$ cat config.mk
export PLATFORM = sky130hd
export DESIGN_NAME = ts_pid_continuity_monitor
export DESIGN_NICKNAME = d
export VERILOG_FILES = /design/src/rtl/core/tspcm_pkg.sv /design/src/rtl/core/ts_pid_continuity_monitor.sv
export SDC_FILE = /design/constraint.sdc
export NUM_CORES = 2
export LEC_CHECK = 0
export BUFFER_PORTS_ARGS = -buffer_cell sky130_fd_sc_hd__clkbuf_2
export CAP_MARGIN = 20
export CELL_PAD_IN_SITES_DETAIL_PLACEMENT = 0
export CELL_PAD_IN_SITES_GLOBAL_PLACEMENT = 2
export CORE_MARGIN = 3
export CORE_UTILIZATION = 26
export CTS_BUF_LIST = sky130_fd_sc_hd__clkbuf_16
export DETAILED_ROUTE_END_ITERATION = 10
export HOLD_SLACK_MARGIN = 0.05
export PLACE_DENSITY_LB_ADDON = 0.1
export SYNTH_ARGS = -nofsm -noshare
export SYNTH_HDL_FRONTEND = slang
export SYNTH_SLANG_ARGS = --single-unit
export TNS_END_PERCENT = 10
$ cat constraint.sdc
create_clock -name clk_i -period 14 [get_ports clk_i]
set_clock_uncertainty 0.2 [all_clocks]
set_input_delay 2.8 -clock clk_i [delete_from_list [all_inputs] [get_ports clk_i]]
set_output_delay 2.8 -clock clk_i [all_outputs]
set_load 0.05 [all_outputs]
$ cat src/rtl/core/tspcm_pkg.sv
// ----------------------------------------------------------------------------
// tspcm_pkg: transport stream PID continuity monitor types
// Header byte transfer, result transfer, PID slot entry and shared constants.
// ----------------------------------------------------------------------------
package tspcm_pkg;

  localparam int unsigned PidSlotsDefault = 32;

  localparam logic [7:0] SyncValue = 8'h47;
  localparam int unsigned PidW = 13;
  localparam int unsigned CcW = 4;
  localparam int unsigned CountW = 32;
  localparam int unsigned SlotIdxW = 5;

  // Header bytes 0..5 of one packet
  typedef struct packed {
    logic [7:0] sync_byte;
    logic [7:0] flags_pid_high;
    logic [7:0] pid_low;
    logic [7:0] scramble_afc_cc;
    logic [7:0] adapt_length;
    logic [7:0] adapt_flags;
  } ts_in_t;

  typedef struct packed {
    logic                status;
    logic [31:0]         packet_number;
    logic [PidW-1:0]     packet_pid;
    logic [SlotIdxW-1:0] slot_index;
    logic                new_pid;
    logic                table_full;
    logic                cc_discontinuity;
    logic                scramble_changed;
    logic [CountW-1:0]   pid_packet_count;
  } ts_out_t;

  // One PID table entry
  typedef struct packed {
    logic [PidW-1:0]   pid;
    logic              scrambled;
    logic [CcW-1:0]    last_cc;
    logic [CountW-1:0] count;
  } slot_t;

endpackage

$ cat src/rtl/core/ts_pid_continuity_monitor.sv
// ----------------------------------------------------------------------------
// ts_pid_continuity_monitor: MPEG-TS continuity counter checker
// Checks sync, tracks PIDs in a slot table and flags counter and scrambling
// changes, one result per packet header.
// ----------------------------------------------------------------------------
// One header transfer gives one result transfer. A header with a bad sync
// byte goes straight to the finish state, which loads its result into the
// output register once that register is free. A good header searches the
// PID table one slot per cycle through a single memory read port and one
// PID comparator. A hit ends the search at the matching slot; a miss ends
// it after all used slots, at most PID_SLOTS of them. The next header is
// accepted once the result is loaded and the block is idle again. The
// input stalls while a header is in work. A finished result waits in the
// output register while the next header is searched. That header's result
// then holds until the output register is free. The table needs no
// clearing pass: only slots below the fill count are ever read.
module ts_pid_continuity_monitor
  import tspcm_pkg::*;
#(
  parameter int unsigned PID_SLOTS = PidSlotsDefault
) (
  input  logic    clk_i,
  input  logic    rst_ni,
  input  logic    in_valid_i,
  output logic    in_stall_o,
  input  ts_in_t  in_data_i,
  output logic    out_valid_o,
  input  logic    out_stall_i,
  output ts_out_t out_data_o
);

  localparam int unsigned CntW = $clog2(PID_SLOTS + 1);
  localparam int unsigned AddrW = (PID_SLOTS > 1) ? $clog2(PID_SLOTS) : 1;
  localparam logic [CntW-1:0] SlotsMax = CntW'(PID_SLOTS);

  localparam logic [1:0] StIdle   = 2'd0;
  localparam logic [1:0] StSearch = 2'd1;
  localparam logic [1:0] StFinish = 2'd2;

  logic [1:0]       state_q, state_d;
  logic [CntW-1:0]  used_q, used_d;
  logic [CntW-1:0]  idx_q, idx_d;
  logic             cmp_vld_q, cmp_vld_d;
  logic [AddrW-1:0] cmp_idx_q, cmp_idx_d;
  logic [31:0]      pkt_cnt_q, pkt_cnt_d;
  logic             out_valid_q, out_valid_d;
  ts_out_t          out_q, out_d;
  ts_out_t          res_q, res_d;

  logic [PidW-1:0]  pid_q, pid_d;
  logic             scr_q, scr_d;
  logic [CcW-1:0]   cc_q, cc_d;
  logic             disc_q, disc_d;

  slot_t            mem_q [PID_SLOTS];
  slot_t            rd_q;
  logic             rd_en;
  logic [AddrW-1:0] rd_addr;
  logic             wr_en;
  logic [AddrW-1:0] wr_addr;
  slot_t            wr_data;

  logic             in_xfer;
  logic             out_free;
  logic             issue;
  logic             hit;
  logic [CcW-1:0]   cc_step;
  logic [31:0]      hit_idx_ext;
  logic [31:0]      new_idx_ext;

  assign in_stall_o  = (state_q != StIdle);
  assign in_xfer     = in_valid_i && !in_stall_o;
  assign out_free    = !out_valid_q || !out_stall_i;
  assign out_valid_o = out_valid_q;
  assign out_data_o  = out_q;

  assign issue       = (idx_q < used_q);
  assign hit         = cmp_vld_q && (rd_q.pid == pid_q);
  assign cc_step     = cc_q - rd_q.last_cc;
  assign hit_idx_ext = 32'(cmp_idx_q);
  assign new_idx_ext = 32'(used_q);

  always_comb begin
    state_d     = state_q;
    used_d      = used_q;
    idx_d       = idx_q;
    cmp_vld_d   = 1'b0;
    cmp_idx_d   = cmp_idx_q;
    pkt_cnt_d   = pkt_cnt_q;
    out_valid_d = out_valid_q;
    out_d       = out_q;
    res_d       = res_q;
    pid_d       = pid_q;
    scr_d       = scr_q;
    cc_d        = cc_q;
    disc_d      = disc_q;
    rd_en       = 1'b0;
    rd_addr     = idx_q[AddrW-1:0];
    wr_en       = 1'b0;
    wr_addr     = cmp_idx_q;
    wr_data     = '0;

    if (out_valid_q && !out_stall_i) begin
      out_valid_d = 1'b0;
    end

    unique case (state_q)
      StIdle: begin
        if (in_xfer) begin
          pkt_cnt_d           = pkt_cnt_q + 32'd1;
          res_d               = '0;
          res_d.packet_number = pkt_cnt_q + 32'd1;
          pid_d  = {in_data_i.flags_pid_high[4:0], in_data_i.pid_low};
          scr_d  = in_data_i.scramble_afc_cc[7];
          cc_d   = in_data_i.scramble_afc_cc[3:0];
          // discontinuity flag only counts with an adaptation field present
          disc_d = in_data_i.scramble_afc_cc[5] && (in_data_i.adapt_length != 8'd0)
                   && in_data_i.adapt_flags[7];
          idx_d  = '0;
          if (in_data_i.sync_byte != SyncValue) begin
            res_d.status = 1'b1;
            state_d      = StFinish;
          end else begin
            res_d.packet_pid = {in_data_i.flags_pid_high[4:0], in_data_i.pid_low};
            state_d          = StSearch;
          end
        end
      end
      StSearch: begin
        if (hit) begin
          wr_en                  = 1'b1;
          wr_addr                = cmp_idx_q;
          wr_data.pid            = rd_q.pid;
          wr_data.scrambled      = scr_q;
          wr_data.last_cc        = cc_q;
          wr_data.count          = rd_q.count + 32'd1;
          res_d.slot_index       = hit_idx_ext[SlotIdxW-1:0];
          res_d.cc_discontinuity = (cc_step != CcW'(1)) && !disc_q;
          res_d.scramble_changed = (rd_q.scrambled != scr_q);
          res_d.pid_packet_count = rd_q.count + 32'd1;
          state_d                = StFinish;
        end else if (issue) begin
          // read slot idx now, compare it next cycle
          rd_en     = 1'b1;
          rd_addr   = idx_q[AddrW-1:0];
          idx_d     = idx_q + CntW'(1);
          cmp_vld_d = 1'b1;
          cmp_idx_d = idx_q[AddrW-1:0];
        end else begin
          // every used slot compared without a match
          if (used_q < SlotsMax) begin
            wr_en                  = 1'b1;
            wr_addr                = used_q[AddrW-1:0];
            wr_data.pid            = pid_q;
            wr_data.scrambled      = scr_q;
            wr_data.last_cc        = cc_q;
            wr_data.count          = 32'd1;
            used_d                 = used_q + CntW'(1);
            res_d.slot_index       = new_idx_ext[SlotIdxW-1:0];
            res_d.new_pid          = 1'b1;
            res_d.pid_packet_count = 32'd1;
          end else begin
            res_d.table_full = 1'b1;
          end
          state_d = StFinish;
        end
      end
      StFinish: begin
        if (out_free) begin
          out_d       = res_q;
          out_valid_d = 1'b1;
          state_d     = StIdle;
        end
      end
      default: begin
        state_d = StIdle;
      end
    endcase
  end

  always_ff @(posedge clk_i or negedge rst_ni) begin
    if (!rst_ni) begin
      state_q     <= StIdle;
      used_q      <= '0;
      idx_q       <= '0;
      cmp_vld_q   <= 1'b0;
      pkt_cnt_q   <= '0;
      out_valid_q <= 1'b0;
    end else begin
      state_q     <= state_d;
      used_q      <= used_d;
      idx_q       <= idx_d;
      cmp_vld_q   <= cmp_vld_d;
      pkt_cnt_q   <= pkt_cnt_d;
      out_valid_q <= out_valid_d;
    end
  end

  always_ff @(posedge clk_i) begin
    cmp_idx_q <= cmp_idx_d;
    out_q     <= out_d;
    res_q     <= res_d;
    pid_q     <= pid_d;
    scr_q     <= scr_d;
    cc_q      <= cc_d;
    disc_q    <= disc_d;
  end

  // PID table: one write port, one registered read port
  always_ff @(posedge clk_i) begin
    if (wr_en) begin
      mem_q[wr_addr] <= wr_data;
    end
  end

  always_ff @(posedge clk_i) begin
    if (rd_en) begin
      rd_q <= mem_q[rd_addr];
    end
  end

  a_used_bound: assert property (@(posedge clk_i) disable iff (!rst_ni)
    used_q <= SlotsMax)
    else $error("slot fill count beyond table size");

  a_wr_in_search: assert property (@(posedge clk_i) disable iff (!rst_ni)
    wr_en |-> (state_q == StSearch))
    else $error("table write outside search");

  a_hit_in_range: assert property (@(posedge clk_i) disable iff (!rst_ni)
    (state_q == StSearch && hit) |-> (CntW'(cmp_idx_q) < used_q))
    else $error("hit on a slot that was never filled");

  a_out_from_finish: assert property (@(posedge clk_i) disable iff (!rst_ni)
    $rose(out_valid_q) |-> ($past(state_q) == StFinish))
    else $error("result presented without finishing a search");

  a_bad_sync_clean: assert property (@(posedge clk_i) disable iff (!rst_ni)
    (out_valid_q && out_q.status) |-> (out_q.packet_pid == '0 && !out_q.new_pid
                                       && out_q.pid_packet_count == '0))
    else $error("bad sync result carries table fields");

endmodule

Word-level counts from Yosys, hierarchy flattened:

Memories as Yosys holds them, arrays and structs flattened. A register that Yosys moved wholly into a read port is not among the register bits.
Index checks and enable logic that the tools add are counted.

* magnitude comparators: 2
* add/subtract/negate cells: 5
* reductions and logical operators: 25
* muxes and demuxes: 42
* bitwise operators: 2
* equality and inequality tests: 16

Operators by type and width (number)
* $mux W50: 4
* $mux W32: 3
* $pmux W41 S2: 1
* $add A32 B1 Y32 const B: 2
* $mux W41: 1
* $mux W5: 5
* $mux W6: 4
* $ne A2 B2 Y1 const B: 8
* $mux W1: 14
* $mux W2: 7
* $eq A13 B13 Y1: 1
* $add A6 B1 Y6 const B: 2
* $pmux W6 S2: 1
* $reduce_and A4 Y1: 3
* $reduce_and A5 Y1: 2
* $reduce_and A3 Y1: 3
* $ne A8 B7 Y1 const B: 1
* $reduce_bool A8 Y1: 1
* $mux W7: 1
* $logic_and A1 B1 Y1: 6
* $lt A6 B6 Y1: 1
* $lt A6 B6 Y1 const B: 1
* $ne A3 B3 Y1 const B: 2
* $pmux W2 S3: 1
* 11 further kinds: 17

* memories: 1
* input port bits: 52
* memory bits (writable): 1600
* register bits: 246
* word-level logic and storage cells: 122

Memory list
* mem_q: depth 32, bits a word 50, read ports 1, clocked after Yosys merged registers in 1, write ports 1, line ts_pid_continuity_monitor.sv:55 `slot_t mem_q [PID_SLOTS];`

Logic depth before layout (Yosys ltp):

* depth in word-level cells: 7
* gate-level depth with buffers: 11
* gate-level depth less buffers: 7

Least setup slack after synthesis:

No wires, ideal clock.

* path type: input port to flip-flop
* start: in out_stall_i
* end: reg out_q, in the netlist out_data_o[0], enable pin
* arrival time: 6917 ps
* slack: 6321 ps
* stages: 1
* buffers on the path: 0
* cells stage by stage: a21oi_1

* word-level cells in the longest chain between the ends: 3

RTL lines
* start, declared: line ts_pid_continuity_monitor.sv:28 `input logic out_stall_i,`
* $logic_not A1 Y1: line ts_pid_continuity_monitor.sv:73 `assign out_free = !out_valid_q || !out_stall_i;`
* $logic_or A1 B1 Y1: line ts_pid_continuity_monitor.sv:73
* $reduce_and A2 Y1 (no line)
* end signal, assigned: line ts_pid_continuity_monitor.sv:201 `out_q <= out_d;`
* end, declared: line ts_pid_continuity_monitor.sv:47 `ts_out_t out_q, out_d;`

No other way between the ends.
A chain may end at the register's enable or synchronous reset.

Worst setup path in the final report:

* start: reg idx_q[3]
* end: mem mem_q[25][31] (netlist bit), enable pin

* word-level cells in the longest chain between the ends: 6

RTL lines
* start, declared: line ts_pid_continuity_monitor.sv:42 `logic [CntW-1:0] idx_q, idx_d;`
* start signal, assigned: line ts_pid_continuity_monitor.sv:192 `idx_q <= idx_d;`
* $lt A6 B6 Y1 (*): line ts_pid_continuity_monitor.sv:77 `assign issue = (idx_q < used_q);`
* $mux W1: line ts_pid_continuity_monitor.sv:142 `end else if (issue) begin`
* $mux W1: line ts_pid_continuity_monitor.sv:130 `if (hit) begin`
* $mux W1: line ts_pid_continuity_monitor.sv:107 `unique case (state_q)`
* $mux W1: line ts_pid_continuity_monitor.sv:211 `if (wr_en) begin`
* $mux W1 (not written as such): line ts_pid_continuity_monitor.sv:212 `mem_q[wr_addr] <= wr_data;`
* end, declared: line ts_pid_continuity_monitor.sv:55

Every way passes the cells marked *; elsewhere a longest branch is shown, timed or not.

==> results.cfg <==
[logic_synthesis]
synth_enable_flop_cells = 1848
netlist_top_cells_count = edfxtp_1 (1,848), mux4_2 (500), clkbuf_1 (107)
synthSimpleGateAreaFrac_pct = 2.39
synth_most_common_cell = edfxtp_1
yosysWarningCount = 0
muxShareOfSynthArea_pct = 16.3
synthArstFlopShare_pct = 2.53
synth_top_family_by_area = multiplexers
syn_nets = 3275
syn_avg_cell_area_sq_um = 22.7
synth_xor_area_share_pct = 1.33
ys.flop_type = edfxtp_1
synth.cell_area_sq_mm = 0.0730
synth_cells = 3210
synth_area_leaders = edfxtp_1 (76%), mux4_2 (15%), dfrtp_1 (1.6%)
synth.top_cell.area_share_pct = 76.0
yosys.area.top_type = edfxtp_1
ys_seq_elements = 1896
synthAdderAreaFrac_pct = 0.233
synth_cell_types = 48
yosysSeqAreaShare_pct = 77.6
synth_compound_area_share_pct = 0.961

[sta]
hold_ws_ns = 0.205
setup-violations-final = 0
rsz0062_at_grt = false
final-max-slew-violation-count = 0
fmax_mhz = 161
worst_pin_slew_ns = 1.19
relSlewSlack_pct = 20.8
post-route-period-util_pct = 44.5
fin_tns_setup_ns = 0
final-hold-violation-count = 0
layout_min_cycle_time_ns = 6.23

[place]
detailed_place_hpwl_um = 115000
place.port_buffers = 128
place_inst = 7006
gp_congestion = 0.743

[die]
die_w_um = 536
fp.coreArea_sq_mm = 0.278
dieArea_sq_mm = 0.287
initial_core_util_pct = 26.3
fp-row-count = 193
ioPinCount = 141
die_h_um = 536

[clocking]
htree_levels = 4
cts_buffer_depth = 4
cts_root_buffer = clkbuf_16
cts_setup_buffers = 0
cts_sinks = 1896
cts_hold_buf = 0
numCtsBuffers = 218
cts_resized = 0
clock_latency_ns = 0.88
path_clk_slew_ns = 0.06
cts_tree = done

[status]
status = complete, no violations

[worst_hold_path]
hold_class = reg2reg

[cells_and_area]
drive_gt1_share_pct = 31.8
final_core_util_pct = 31.1
finalNonFillerCells = 7414
num-nets-final = 3606
syn2layout_area_growth_pct = 18.2

[grt]
grt_overflow_total = 0
grtUsageTotal_pct = 14.8
antenna_found_initial = 5
grt_pass1_wl_um = 300000
grt_pass1_vias = 36700
grt_start_max_net_pins = 125

[drt]
vias = 34300
wire_per_inst_um = 29.1
wl_met2_um = 106000
wirelength_um = 216000
first_iter_violations = 2833
drc = 0
route.top_layer_used = met4
dr_wl_met3_um = 8790
m1WireLength_um = 96100
firstDrtPassIters = 6
vias_per_cell = 4.63
ant_nets = 0

[job]
cap_violations = 0

[critical_path]
required_ns = 14.25
crit_type = reg2reg
worstPathMaxFanout = 28
worst_setup_path_end_kind = register
arrival_ns = 6.48
cp-start-kind = register

[power_and_ir_drop]
pwr_density_cell_mw_per_mm2 = 139
p_leak_uw = 0.0254
finalPower_uw = 12000
irDropWorstVdd_mv = 0.0985
==> sequential cells by signal, summed over array words and instances (netlist names) <==
| register | flops |
|---|---|
| idx_q | 6 |
| out_valid_o | 1 |
| disc_q | 1 |
| mem_q | 1600 |
| cmp_idx_q | 5 |
| pid_q | 13 |
| cc_q | 4 |
| out_data_o | 87 |
| pkt_cnt_q | 32 |
| cmp_vld_q | 1 |
| rd_q | 50 |
| scr_q | 1 |
| used_q | 6 |
| res_q | 87 |
| state_q | 2 |
==> critical path, stage by stage (launching register included) <==
cell	delay (ns)
dfrtp_4	0.77
ha_1	0.44
nand2_1	0.09
nor3_1	0.26
a21o_1	0.89
nand4_1	0.74
buf_6	0.38
a22oi_2	0.66
buf_4	0.60
buf_4	0.72
==> power breakdown <==
part	switching (uW)	internal, uW	leakage [uW]
clock network	2260	3220	0.00355
registers	38.1	6230	0.0168
logic	214	53.2	0.00506
total	2520	9500	0.0254
==> final timing paths <==
path	startpoint	endpoint	slack, ns	cells past startpoint
worst max-delay path	idx_q[3]$_DFFE_PN0P_	mem_q[25][31]$_DFFE_PP_	7.77	9
worst max register to register	idx_q[3]$_DFFE_PN0P_	mem_q[25][31]$_DFFE_PP_	7.77	9
max in group asynchronous	rst_ni	idx_q[0]$_DFFE_PN0P_	11.14	2
worst min-delay path	res_q[44]$_SDFFCE_PP0P_	out_data_o[44]$_DFFE_PP_	0.20	0
min in group asynchronous	rst_ni	pkt_cnt_q[26]$_DFFE_PN0P_	1.90	2
worst min register to register	res_q[44]$_SDFFCE_PP0P_	out_data_o[44]$_DFFE_PP_	0.20	0
==> routing by layer <==
layer  GRT usage, %  vias to the layer above
li1               -                    14200
met1           20.2                    19000
met2           24.9                      784
met3           2.04                      290
met4           3.96                        0
met5              0                        -
==> layout make-up <==
class | count | area (sq um)
fill | 26500 | 192000
clock buffer | 221 | 5530
clock inverter | 165 | 1280
inverter | 21 | 81.3
timing repair buffer | 283 | 2190
multi-input combinational | 1121 | 15900
tap | 3705 | 4640
sequential | 1896 | 56700
antenna | 2 | 5.00
==> cell families (layout without fill, tap and decap cells) <==
family,Yosys count,in the layout
buffers and inverters,193,690
DFF,1896,1896
adders and majority gates,13,13
other,0,2
AOI/OAI and AO/OA,94,94
muxes,558,558
and+or+nand+nor,345,345
xor gates and xnor gates,111,111
==> metrics by stage <==
stage	cell area (sq um)	setup slack [ns]
3_5_place_dp	79000	7.31
2_1_floorplan	73000	6.32
6_report	86300	7.77
3_3_place_gp	79000	7.38
4_1_cts	85800	7.26
5_1_grt	86300	7.42
==> placed cells by master, fill, tap and decap left out, types with 5 or more instances in the layout <==
master	n
edfxtp_1	1848
mux4_2	500
clkbuf_16	224
buf_4	130
clkbuf_2	128
nor2_1	87
inv_1	71
nand2_1	62
xnor2_1	61
mux2_2	52
xor2_1	50
clkinv_1	46
dfrtp_1	43
clkinv_2	38
nand4_1	36
nor3_1	33
nand3_1	29
and2_1	21
bufinv_16	21
nor4_1	18
and4_1	16
a22oi_2	16
a211oi_4	16
and3_1	15
a21oi_1	15
a22o_1	13
buf_16	13
ha_1	12
nand2b_1	9
a311o_1	9
o31ai_1	7
mux2i_1	6
dfrtp_4	5
(Power assumes the default switching activity.)
